**config.mk**
```make
export PLATFORM = sky130hd
export DESIGN_NAME = tcw_cursor
export DESIGN_NICKNAME = d
export VERILOG_FILES = /design/src/rtl/core/text_console_writer_core_assert.svh /design/src/rtl/core/tcw_pkg.sv /design/src/rtl/core/tcw_cursor.sv
export SDC_FILE = /design/constraint.sdc
export NUM_CORES = 1
export LEC_CHECK = 0
export ABC_CLOCK_PERIOD_IN_PS = 3050
export BUFFER_PORTS_ARGS = -buffer_cell sky130_fd_sc_hd__buf_2
export CAP_MARGIN = 40
export CORE_AREA = 2 2 59 61
export CTS_BUF_LIST = sky130_fd_sc_hd__clkbuf_8
export CTS_CLUSTER_DIAMETER = 120
export DETAILED_ROUTE_END_ITERATION = 8
export DIE_AREA = 0 0 61 63
export PLACE_DENSITY = 0.79
export SETUP_SLACK_MARGIN = 0.15
export SLEW_MARGIN = 30
export SYNTH_ARGS = -nofsm -noshare
export SYNTH_HDL_FRONTEND = slang
export SYNTH_SLANG_ARGS = --single-unit
```
**constraint.sdc**
```tcl
create_clock -name clk -period 3.05 [get_ports clk]
set_input_delay 0 -clock clk [delete_from_list [all_inputs] [get_ports clk]]
set_output_delay 0 -clock clk [all_outputs]
set_load 0.02 [all_outputs]
```
**src/rtl/core/text_console_writer_core_assert.svh**
```systemverilog
// Assertion shorthands used by the console core RTL.
`ifndef TEXT_CONSOLE_WRITER_CORE_ASSERT_SVH
`define TEXT_CONSOLE_WRITER_CORE_ASSERT_SVH

// The consequent must hold in the same cycle as the antecedent.
`define TCW_ASSERT_NOW(name, clk_s, rstn_s, ante, cons) \
  name: assert property (@(posedge clk_s) disable iff (!rstn_s) (ante) |-> (cons)) \
    else $error("text console check failed");

// The consequent must hold in the cycle after the antecedent.
`define TCW_ASSERT_NEXT(name, clk_s, rstn_s, ante, cons) \
  name: assert property (@(posedge clk_s) disable iff (!rstn_s) (ante) |=> (cons)) \
    else $error("text console check failed");

`endif

```
**src/rtl/core/tcw_pkg.sv**
```systemverilog
`timescale 1ns / 1ps

package tcw_pkg;

  localparam int COLUMNS_DEF = 80;
  localparam int ROWS_DEF    = 25;
  localparam int TAB_STOP    = 8;

  localparam logic [7:0] ATTR_RESET = 8'h07;
  localparam logic [7:0] BLANK_CHAR = 8'h20;

  localparam logic [7:0] CH_BS  = 8'h08;
  localparam logic [7:0] CH_TAB = 8'h09;
  localparam logic [7:0] CH_LF  = 8'h0A;
  localparam logic [7:0] CH_CR  = 8'h0D;

  localparam logic [1:0] MODE_PUT   = 2'd0;
  localparam logic [1:0] MODE_CLEAR = 2'd1;
  localparam logic [1:0] MODE_READ  = 2'd2;
  localparam logic [1:0] MODE_NONE  = 2'd3;

  localparam logic [0:0] REG_TEXT_ATTR = 1'b0;

endpackage

```
**src/rtl/core/tcw_cursor.sv**
```systemverilog
`timescale 1ns / 1ps

module tcw_cursor
  import tcw_pkg::*;
#(
  parameter int COLUMNS = COLUMNS_DEF,
  parameter int ROWS    = ROWS_DEF
) (
  input  logic                             clk,
  input  logic                             rst_n,
  input  logic                             step,
  input  logic                             home,
  input  logic [7:0]                       ch,
  output logic [$clog2(ROWS)-1:0]          row,
  output logic [$clog2(COLUMNS)-1:0]       col,
  output logic [$clog2(ROWS*COLUMNS)-1:0]  pos,
  output logic                             put_char,
  output logic                             scroll
);

  localparam int CW = $clog2(COLUMNS);
  localparam int RW = $clog2(ROWS);
  localparam int AW = $clog2(ROWS * COLUMNS);

  logic [RW-1:0] row_r;
  logic [CW-1:0] col_r;
  logic [CW:0]   col_x;
  logic [RW:0]   row_x;
  logic [31:0]   pos_full;

  always_comb begin
    col_x    = {1'b0, col_r};
    row_x    = {1'b0, row_r};
    put_char = 1'b0;
    case (ch)
      CH_LF: begin
        col_x = '0;
        row_x = row_x + 1'b1;
      end
      CH_CR: begin
        col_x = '0;
      end
      CH_TAB: begin
        col_x = ({1'b0, col_r} + (CW+1)'(TAB_STOP)) & ~((CW+1)'(TAB_STOP - 1));
      end
      CH_BS: begin
        if (col_r != '0) begin
          col_x = {1'b0, col_r} - 1'b1;
        end
      end
      default: begin
        put_char = 1'b1;
        col_x    = {1'b0, col_r} + 1'b1;
      end
    endcase
    if (col_x >= (CW+1)'(COLUMNS)) begin
      col_x = '0;
      row_x = row_x + 1'b1;
    end
    scroll = (row_x >= (RW+1)'(ROWS));
    // After a scroll the cursor sits on the bottom row.
    if (scroll) begin
      row_x = (RW+1)'(ROWS - 1);
    end
  end

  always_ff @(posedge clk) begin
    if (!rst_n) begin
      row_r <= '0;
      col_r <= '0;
    end else if (home) begin
      row_r <= '0;
      col_r <= '0;
    end else if (step) begin
      row_r <= row_x[RW-1:0];
      col_r <= col_x[CW-1:0];
    end
  end

  assign pos_full = 32'(row_r) * 32'(COLUMNS) + 32'(col_r);
  assign pos      = pos_full[AW-1:0];
  assign row      = row_r;
  assign col      = col_r;

endmodule
```
Yosys cells after proc, flatten, opt, wreduce, memory -nomap -nowiden
Index checks and enable logic that the tools add are counted.
Word-level totals
  register bits after elaboration: 12
  memories: 0
  logic and storage cells: 27
  input bits: 12
  ROM bits: 0
  latch bits: 0
  memory bits (writable): 0
Cells by class
  div/mod/pow operators: 0
  $mul: 1
  multiplexer cells: 7
  magnitude comparators: 2
  bitwise logic cells: 1
  reduce and logical (&&, ||, !) cells: 4
  equality and inequality tests: 4
  $add $sub $neg: 6
  shifts and indexed selects: 0
Operator list (count)
  8-bit by 4-bit equality test with 1-bit output, second input constant: 4
  8-bit case mux with 3 select lines: 1
  6-bit two-way mux: 2
  11-bit by 7-bit adder with 11-bit output: 1
  7-bit by 1-bit adder with 8-bit output, second input constant: 1
  7-bit by 4-bit adder with 8-bit output, second input constant: 1
  8-bit by 7-bit >= comparator with 1-bit output, second input constant: 1
  8-bit two-way mux: 1
  7-bit by 1-bit subtractor with 8-bit output, second input constant: 1
  5-bit by 3-bit multiplier with 7-bit output, second input constant: 1
  7-bit two-way mux: 1
  7-bit nonzero test: 1
  5-bit by 1-bit adder with 6-bit output, second input constant: 1
  6-bit by 1-bit adder with 6-bit output, second input constant: 1
  6-bit by 5-bit >= comparator with 1-bit output, second input constant: 1
  5-bit two-way mux: 1
  2-bit OR reduction: 2
  4-bit OR reduction: 1
  1-bit two-way mux: 1
  1-bit NOT: 1

Logic depth before layout (Yosys ltp)
Gate-level depths: netlist of the first run.
  depth in word-level cells: 7
  mapped depth: 16

Worst setup path before layout of the first run
Ideal clock, no wire load.
  path kind: reg2reg
  start: register col_r[0], in the netlist col[0]
  end: register row_r[2], in the netlist row[2]
  path buffers: 0
  stages on the path, launching flop included: 12
  setup slack: 160 ps
  setup time: 114 ps
  data required time: 2936 ps
  data arrival time: 2776 ps
  path through: dfxtp_1 > inv_1 > ha_1 > or4b_4 > o31ai_2 > a21oi_1 > o32ai_2 > a21boi_1 > or4_1 > o31ai_2 > o32ai_1 > a21o_1
On the way
  word-level cells in the longest chain between the ends: 7
Ends and longest elaborated chain
  from (decl): RTL line tcw_cursor.sv:26  | logic [CW-1:0] col_r;
  from (signal assigned): RTL line tcw_cursor.sv:76  | col_r <= col_x[CW-1:0];
  7-bit by 1-bit subtractor with 8-bit output or 7-bit nonzero test (tied branches): RTL line tcw_cursor.sv:48, tcw_cursor.sv:47
  8-bit two-way mux: RTL line tcw_cursor.sv:47  | if (col_r != '0) begin
  8-bit case mux with 3 select lines (*): RTL line tcw_cursor.sv:35  | case (ch)
  8-bit by 7-bit >= comparator with 1-bit output (*): RTL line tcw_cursor.sv:56  | if (col_x >= (CW+1)'(COLUMNS)) begin
  6-bit two-way mux (*): RTL line tcw_cursor.sv:56
  6-bit by 5-bit >= comparator with 1-bit output: RTL line tcw_cursor.sv:60  | scroll = (row_x >= (RW+1)'(ROWS));
  5-bit two-way mux (*): RTL line tcw_cursor.sv:62  | if (scroll) begin
  to (signal assigned): RTL line tcw_cursor.sv:75  | row_r <= row_x[RW-1:0];
  to (decl): RTL line tcw_cursor.sv:25  | logic [RW-1:0] row_r;
Mark *: on every way between the ends. The rest lies on a longest branch, timed or not.
A chain may end at the register's enable or synchronous reset.

Final worst setup path of the first run
  start: register col_r[0], in the netlist col[0]
  end: register row_r[0], in the netlist row[0]
The elaborated chain is that of the path after synthesis.

==> impl_metrics.csv, run 1 <==
group,metric,value,unit
run,drv_cap,0,
finish,final_common_cell,"buf_2",
route,routed_wl,4.74,mm
route,drt_pass1_iterations,5,
route,vias_per_cell,6.14,
setup_path,r2r_cells,12,
global_routing,grt_pass1_vias,1698,
synthesis,synth_cells,236,
hold_path,hold_class,"in -> reg",
setup_path,path_buf_inv,2,
finish,n_antenna_cell,0,
placement,post-dp-hpwl,3.54,mm
synthesis,ys_seq_area_share,13.7,%
clock_tree,postCtsHoldBufs,0,
synthesis,synth-compound-area-share,28.5,%
synthesis,synth_area_leaders,"dfxtp_1 (14%), ha_1 (11%), xnor2_1 (6.0%)",
floorplan,rows,21,
route,drc,0,
clock_tree,cts_max_level,1,
synthesis,synth-simple-area-share,25.8,%
clock_tree,clkLatencyLatePin,0.25,ns
setup_path,crit_chain,"inv_2 -> ha_4 -> or4b_4 -> o311ai_4 -> nor2_1 -> a211o_1 -> a21boi_4 -> or4_4 -> o31ai_4 -> buf_4 -> a21oi_2 -> a31o_2",
floorplan,fp.dieW,61,um
setup_path,critPathMaxFanout,6,
route,final_antenna_net_count,0,
synthesis,synth_xor_xnor_area_share,8.97,%
synthesis,synth.top_cell.area_share,13.7,%
synthesis,synth_fa_ha_area_share,13.0,%
clock_tree,cts_tree,"built",
hold_path,hold_end,"col[3]",
finish,fill_cells,281,
clock_tree,clk_pin_slew_worst_paths,0.05,ns
clock_tree,clkSinkCount,12,
power,peakVddDrop,0.172,mV
finish,ff_latch_area,245,um^2
setup_path,crit_family,"simple AND/OR/NAND/NOR gates",
timing,fin_crit,2.87,ns
global_routing,grt_use_total,26.1,%
timing,fin_setup_tns,0,ns
power,p_total,0.380,mW
timing,finalClockSkew,0.000850,ns
timing,drv_slew,0,
route,wl_per_cell,14.9,um
synthesis,synthArstFlopShare,0,%
setup_path,crit_path_end_kind,"flop",
power,p_per_area,175,mW/mm^2
synthesis,synth_top_family_by_area,"compound AO/OA/AOI/OAI gates",
setup_path,critPathLaunchType,"flop",
finish,multi_input_area,0.00146,mm^2
finish,final_cell_mix,"buf_2 (35), nand2_1 (23), buf_4 (18), o21ai_0 (15), ha_1 (14)",
hold_path,hold_path_depth,2,
timing,hold_viol,0,
setup_path,worstPathRequired,3.19,ns
timing,setup_viol,0,
setup_path,reg2reg_slack,0.18,ns
synthesis,ys_ff_latch,12,
finish,drive_gt1_share,30.0,%
power,p_leak,0.996,nW
synthesis,ys.flop_type,"dfxtp_1",
clock_tree,cts_inserted_buffers,3,
route,drt_iter0_drc,147,
global_routing,grt_start_max_net_pins,17,
clock_tree,cts.path.max_buffers,2,
synthesis,syn_nets,265,
setup_path,max_stage_delay,0.53,ns
finish,nets,304,
global_routing,antenna_found_initial,0,
setup_path,r2r_end,"row[0]",
synthesis,yosysTopAreaCell,"dfxtp_1",
global_routing,gr-total-overflow,0,
floorplan,start_util,54.4,%
synthesis,synth_cell_types,55,
floorplan,dieArea,0.00384,mm^2
floorplan,dieHeight,63,um
synthesis,muxShareOfSynthArea,1.14,%
timing,grt_setup_unrepaired,"true",
timing,timing.slew.headroom,63.7,%
setup_path,crit_type,"reg -> reg",
timing,fmax,349,MHz
timing,worstMarginPinSlew,0.544,ns
finish,syn_to_final_growth,23.9,%
synthesis,netlist_area,0.00176,mm^2
synthesis,syn_avg_cell_area,7.45,um^2
setup_path,crit_slowest_cell,"or4b_4",
floorplan,coreArea,0.00323,mm^2
setup_path,r2r-start,"col[0]",
route,via_count,1959,
clock_tree,cts-root-buf,"clkbuf_8",
timing,period_share,94.0,%
run_status,outcome,"finished clean",
placement,port-buffer-count,36,
synthesis,yosys_warnings,0,
hold_path,min_from,"step",
global_routing,grt_first_pass_wirelength,7.85,mm
floorplan,io_pins,37,
setup_path,worst_ep_arrival_time,3.01,ns
placement,gp_congestion,0.929,
synthesis,synth-edff-count,0,
## per-stage QoR
step           instances  hold WS [ns]  setup WS, ns  instance area, um^2  utilization (%)
2_1_floorplan        236         0.218         0.160                 1760                -
3_3_place_gp         313         0.345         0.215                 2000             62.0
3_5_place_dp         313         0.338        0.0508                 2000             62.0
4_1_cts              317        0.0793         0.174                 2100             64.9
5_1_grt              319        0.0767        0.0902                 2180             67.4
6_report             319        0.0776         0.182                 2180             67.4
## state kept, by name, summed over array words and instances, names as in the netlist
register,count
row,5
col,7
## worst max-delay path by stage
stage | from | end | slack, ns | cells past startpoint
final | col[0] | row[0] | 0.18 | 12
after detailed placement | col[0] | row[2] | 0.05 | 11
after CTS | col[0] | scroll | 0.17 | 11
after global placement | col[0] | row[2] | 0.22 | 11
after floorplan | col[0] | row[2] | 0.16 | 11
after global routing | col[0] | scroll | 0.09 | 11
## cell families (layout without fill, tap and decap cells)
group	after synthesis	after routing
compound gates	69	69
xor+xnor	18	18
simple gates	84	84
mux	2	2
fa+ha+maj	17	17
buf+inv	34	71
flops	12	12
## timing repair
item                                    in CTS  in global routing
pin swaps                                    3                  4
buffers inserted                             1                  2
endpoints found under the setup margin       4                  5
gates resized for setup                     10                 15
## Yosys cell counts (all sizes together) (3+ instances only)
cell type	count
nand2	23
o21ai	17
a21oi	15
ha	15
inv	14
clkbuf	12
dfxtp	12
xnor2	12
nand3	10
nor2	10
buf	8
nor3	8
nand4	6
nor2b	6
xor2	6
a21o	5
and3	5
a31oi	4
nand2b	4
o31ai	4
o32ai	3
## where the power goes
part           internal (mW)  switching [mW]  leakage (nW)
clock                 0.0873          0.0607        0.0216
combinational         0.0274          0.0446         0.876
sequential             0.158         0.00177        0.0988
total                  0.273           0.107         0.996
## worst register-to-register path, cell delays in order, from the launching register on
cell and delay (ns):
dfxtp_2 0.32, inv_2 0.06, ha_4 0.13, or4b_4 0.53
o311ai_4 0.23, nor2_1 0.07, a211o_1 0.29, a21boi_4 0.16
or4_4 0.44, o31ai_4 0.10, buf_4 0.18, a21oi_2 0.03
a31o_2 0.20
## routing by layer
metal | wire [um] | GRT usage (%) | vias to the layer above
met5 | 0 | 0 | -
met4 | 51 | 9.24 | 0
met3 | 343 | 3.73 | 4
met2 | 2180 | 39.1 | 90
met1 | 2170 | 37.4 | 923
li1 | - | - | 942
## area by class of cell
type / instances / area share [%]
clock buffer: 3 / 1.90
inverter: 14 / 2.41
multi-input combinational: 190 / 67.0
sequential: 12 / 11.3
tap: 46 / 2.64
timing repair buffer: 54 / 14.8
Power figures use the tool's default switching activity.
==> run 2: changes to the inputs <==
CORE_AREA = 2 2 43 84   (was 2 2 59 61)
DIE_AREA = 0 0 45 86   (was 0 0 61 63)
PLACE_DENSITY = 0.78   (was 0.79)
==> impl_metrics.csv, run 2 (synthesized netlist as in run 1, its figures left out) <==
group,metric,value,unit
setup_path,critPathLaunchType,"flop",
clock_tree,cts_inserted_buffers,3,
route,drt_iter0_drc,130,
floorplan,rows,29,
setup_path,worstPathRequired,3.18,ns
global_routing,grt_first_pass_wirelength,8.67,mm
run_status,outcome,"finished clean",
setup_path,reg2reg_slack,0.20,ns
hold_path,hold_end,"col[3]",
finish,drive_gt1_share,31.0,%
global_routing,gr-total-overflow,0,
route,final_antenna_net_count,0,
power,p_comb_share,20.2,%
run,drv_cap,0,
timing,fin_setup_tns,0,ns
setup_path,r2r_end,"row[1]",
power,power_frac_seq,41.1,%
finish,syn_to_final_growth,26.0,%
power,p_clk_share,38.7,%
setup_path,crit_chain,"inv_2 -> ha_4 -> or4b_4 -> o31ai_4 -> a21oi_2 -> o32ai_4 -> a21boi_4 -> or4_4 -> o31ai_4 -> buf_4 -> nor3_1 -> a31o_1",
placement,post-dp-hpwl,4.15,mm
setup_path,r2r_cells,12,
setup_path,r2r-start,"col[0]",
power,switching_share,28.9,%
route,vias_per_cell,6.71,
finish,nets,308,
setup_path,worst_ep_arrival_time,2.98,ns
finish,final_common_cell,"buf_2",
timing,finalClockSkew,0.00139,ns
hold_path,hold_path_depth,2,
timing,fin_ws,0.200,ns
route,routed_wl,5.77,mm
global_routing,antenna_found_initial,0,
timing,fin_crit,2.85,ns
finish,final_cell_mix,"buf_2 (35), nand2_1 (23), buf_4 (21), o21ai_0 (15)",
power,p_per_area,175,mW/mm^2
timing,drv_slew,0,
floorplan,coreArea,0.00319,mm^2
global_routing,grt_use_total,29.8,%
placement,place_ws,0.141,ns
setup_path,critPathMaxFanout,4,
power,p_leak,1.03,nW
clock_tree,cts_max_level,1,
floorplan,dieArea,0.00387,mm^2
finish,design_area,0.00221,mm^2
hold_path,hold_class,"in -> reg",
timing,setup_viol,0,
placement,port-buffer-count,36,
power,peakVddDrop,0.231,mV
setup_path,crit_path_end_kind,"flop",
floorplan,start_util,55.1,%
power,p_int,0.276,mW
floorplan,fp.dieW,45,um
floorplan,io_pins,37,
placement,gp_congestion,1.02,
global_routing,grt_pass1_vias,1938,
setup_path,crit_path_frequent_cell,"o31ai_4",
clock_tree,cts-root-buf,"clkbuf_8",
placement,place_area,0.00199,mm^2
floorplan,dieHeight,86,um
timing,fin_hold_ws,0.0940,ns
global_routing,grt_start_max_net_pins,15,
clock_tree,postCtsHoldBufs,0,
clock_tree,cts_tree,"built",
setup_path,crit_slowest_cell,"or4b_4",
setup_path,max_stage_delay,0.52,ns
route,drt_pass1_iterations,5,
finish,fill_cells,287,
finish,n_antenna_cell,0,
timing,worstMarginPinSlew,0.693,ns
setup_path,crit_type,"reg -> reg",
clock_tree,clkLatencyLatePin,0.24,ns
clock_tree,cts.path.max_buffers,2,
timing,timing.slew.headroom,53.7,%
timing,fmax,351,MHz
route,drc,0,
timing,grt_setup_unrepaired,"false",
clock_tree,clkSinkCount,12,
setup_path,critPathLaunch,"col[0]",
power,p_switching,0.112,mW
route,wl_per_cell,18.7,um
route,via_count,2068,
hold_path,min_from,"step",
finish,largest_reg_flops,7,
clock_tree,clk_pin_slew_worst_paths,0.05,ns
timing,hold_viol,0,
timing,period_share,93.5,%
[run 2: area by class of cell]
cell class,count,area (um^2),area share [%]
clock buffers,3,41.3,1.86
inverters,14,52.6,2.37
multi-input cells,190,1480,66.9
flip-flops and latches,12,244,11.0
well taps,31,38.8,1.75
repair buffers,58,355,16.0
[run 2: worst max path at each step]
stage / to / slack, ns / cells past startpoint
2_1_floorplan: row[2] / 0.16 / 11
3_3_place_gp: row[2] / 0.23 / 11
3_5_place_dp: row[2] / 0.14 / 11
4_1_cts: scroll / 0.12 / 12
5_1_grt: row[1] / 0.1 / 12
6_report: row[1] / 0.20 / 12
[run 2: critical path, delay by kind of cell (launching register included)]
family / cells / cell delay [ns]
and+or+nand+nor: 3 / 1.03
AOI/OAI and AO/OA: 6 / 1.03
DFF: 1 / 0.31
buffers and inverters: 2 / 0.22
adders and majority gates: 1 / 0.13
[run 2: per-layer routing]
metal | wire, um | share of wire [%] | up-vias | track usage [%]
met2 | 3190 | 55 | 119 | 56.5
met3 | 308 | 5.3 | 36 | 3.37
met5 | 0 | 0 | - | 0
met4 | 376 | 6.5 | 0 | 19.5
li1 | - | - | 949 | -
met1 | 1890 | 33 | 964 | 26.9
[run 2: stage by stage]
stage | util (%) | std cells | total power, mW
floorplan | - | 236 | 0.206
global placement | 62.4 | 299 | 0.227
detailed placement | 62.4 | 299 | 0.228
CTS | 65.7 | 305 | 0.380
global route | 69.4 | 308 | 0.401
finish | 69.4 | 308 | 0.388
[run 2: power groups by stage]
stage | sequential, mW | clock, mW | combinational (mW)
3_5_place_dp | 0.162 | 0 | 0.0658
4_1_cts | 0.159 | 0.151 | 0.0693
2_1_floorplan | 0.165 | 0 | 0.0406
6_report | 0.159 | 0.150 | 0.0784
5_1_grt | 0.159 | 0.158 | 0.0835
3_3_place_gp | 0.162 | 0 | 0.0647
[run 2: timing repair]
| action | CTS | global route |
|---|---|---|
| hold endpoints to repair | 0 | 0 |
| pin swaps | 3 | 4 |
| endpoints found under the setup margin | 2 | 5 |
| resized for setup | 9 | 19 |
| cloned | 0 | 0 |
| buffers inserted | 3 | 3 |
==> run 3: changes to the inputs <==
==> constraint.sdc (replaced) <==
create_clock -name clk -period 3.05 [get_ports clk]
set_input_delay 0.4575 -clock clk [delete_from_list [all_inputs] [get_ports clk]]
set_output_delay 0.4575 -clock clk [all_outputs]
set_load 0.02 [all_outputs]
==> impl_metrics.csv, run 3 (synthesized netlist as in run 1, its figures left out) <==
group,metric,value,unit
timing,worstMarginPinSlew,0.575,ns
timing,timing.slew.headroom,61.6,%
finish,final_common_cell,"buf_4",
route,wl_per_cell,17.4,um
finish,syn_to_final_growth,44.8,%
placement,gp_congestion,0.927,
route,routed_wl,5.83,mm
hold_path,hold_path_depth,2,
power,peakVddDrop,0.167,mV
setup_path,worst_ep_arrival_time,2.83,ns
clock_tree,clk_pin_slew_worst_paths,0.06,ns
timing,drv_slew,0,
floorplan,io_pins,37,
hold_path,hold_class,"in -> reg",
timing,finalClockSkew,0.00788,ns
placement,port-buffer-count,36,
floorplan,coreArea,0.00319,mm^2
finish,final_cell_mix,"buf_4 (47), buf_2 (34), nand2_1 (23), a21oi_1 (14), o21ai_0 (13)",
route,drt_iter0_drc,68,
setup_path,r2r-start,"col[1]",
global_routing,grt_first_pass_wirelength,9.24,mm
clock_tree,postCtsHoldBufs,0,
route,via_count,2138,
placement,post-dp-hpwl,4.50,mm
global_routing,grt_pass1_vias,2084,
setup_path,worstPathRequired,2.59,ns
hold_path,hold_end,"col[3]",
run_status,outcome,"finished, violations left",
timing,grt_setup_unrepaired,"true",
timing,fin_hold_ws,0.545,ns
setup_path,crit_family,"simple AND/OR/NAND/NOR gates",
finish,largest_reg_flops,7,
setup_path,crit_slowest_cell,"or4b_4",
clock_tree,cts_inserted_buffers,3,
finish,nets,334,
setup_path,path_buf_inv,2,
power,p_leak,1.16,nW
setup_path,r2r_end,"row[2]",
floorplan,start_util,55.1,%
hold_path,min_from,"step",
route,final_antenna_net_count,0,
clock_tree,cts-root-buf,"clkbuf_8",
power,p_per_area,156,mW/mm^2
setup_path,crit_path_end_kind,"output port",
route,drt_pass1_iterations,4,
clock_tree,cts_tree,"built",
route,vias_per_cell,6.38,
floorplan,rows,29,
timing,setup_viol,1,
clock_tree,clkLatencyLatePin,0.25,ns
floorplan,dieArea,0.00387,mm^2
setup_path,crit_path_frequent_cell,"o31ai_4",
setup_path,critPathMaxFanout,6,
finish,multi_input_area,0.00158,mm^2
setup_path,reg2reg_slack,0.04,ns
clock_tree,cts.path.max_buffers,2,
run_status,violations,"setup timing",
run,drv_cap,0,
setup_path,crit_chain,"inv_4 -> ha_4 -> or4b_4 -> o31ai_4 -> a21oi_1 -> o32ai_2 -> a21boi_4 -> or4_4 -> o31ai_4 -> a21o_1 -> buf_6",
global_routing,gr-total-overflow,0,
global_routing,grt_use_total,31.7,%
global_routing,antenna_found_initial,0,
timing,fin_crit,3.29,ns
global_routing,grt_start_max_net_pins,17,
clock_tree,clkSinkCount,12,
finish,ff_latch_area,267,um^2
finish,n_antenna_cell,0,
clock_tree,cts_max_level,1,
setup_path,r2r_cells,13,
finish,design_area,0.00254,mm^2
timing,fmax,304,MHz
finish,fill_cells,216,
floorplan,fp.dieW,45,um
finish,drive_gt1_share,43.8,%
floorplan,dieHeight,86,um
placement,place_area,0.00225,mm^2
route,drc,0,
setup_path,crit_type,"reg -> out",
timing,fin_ws,-0.242,ns
setup_path,max_stage_delay,0.55,ns
timing,period_share,108,%
timing,hold_viol,0,
setup_path,critPathLaunchType,"flop",
run 3: layout make-up:
| cell class | instances | area share, % |
|---|---|---|
| flip-flops and latches | 12 | 10.5 |
| multi-input cells | 190 | 62.0 |
| clock inverters | 1 | 0.147 |
| inverters | 14 | 2.16 |
| clock buffers | 3 | 1.62 |
| well taps | 31 | 1.52 |
| repair buffers | 84 | 22.0 |
run 3: where the power goes:
part / internal [mW] / switching [mW]
Sequential: 0.153 / 0.00128
Clock: 0.0890 / 0.0630
Combinational: 0.0396 / 0.0496
run 3: repair_timing:
item,in CTS,in global routing
setup endpoints to repair,5,5
cloned,0,0
pin swaps,11,8
buffers inserted,4,2
gates resized for setup,26,17
run 3: per-stage QoR:
step,instances,power (mW),worst slack [ns],TNS [ns],utilization [%]
floorplan,236,0.206,0.0740,0,-
global placement,325,0.241,-0.149,-0.388,70.3
detailed placement,325,0.242,-0.199,-0.511,70.3
CTS,333,0.394,-0.220,-0.220,76.3
global route,335,0.414,-0.313,-0.340,79.7
finish,335,0.396,-0.242,-0.242,79.7
run 3: worst max-delay path by stage:
stage,startpoint,endpoint,slack (ns),cells past startpoint
final,col[1],scroll,-0.24,11
after global routing,col[1],scroll,-0.31,11
after CTS,col[1],scroll,-0.22,11
after detailed placement,ch[5],row[2],-0.20,12
after global placement,ch[5],row[2],-0.15,12
after floorplan,col[4],scroll,0.07,9
run 3: layer usage:
layer,vias up,part of all wire [%],GRT usage (%)
met4,0,5.7,21.1
met5,-,0,0
met1,995,32,28.8
met2,104,58,60.1
li1,1002,-,-
met3,37,4.3,2.95
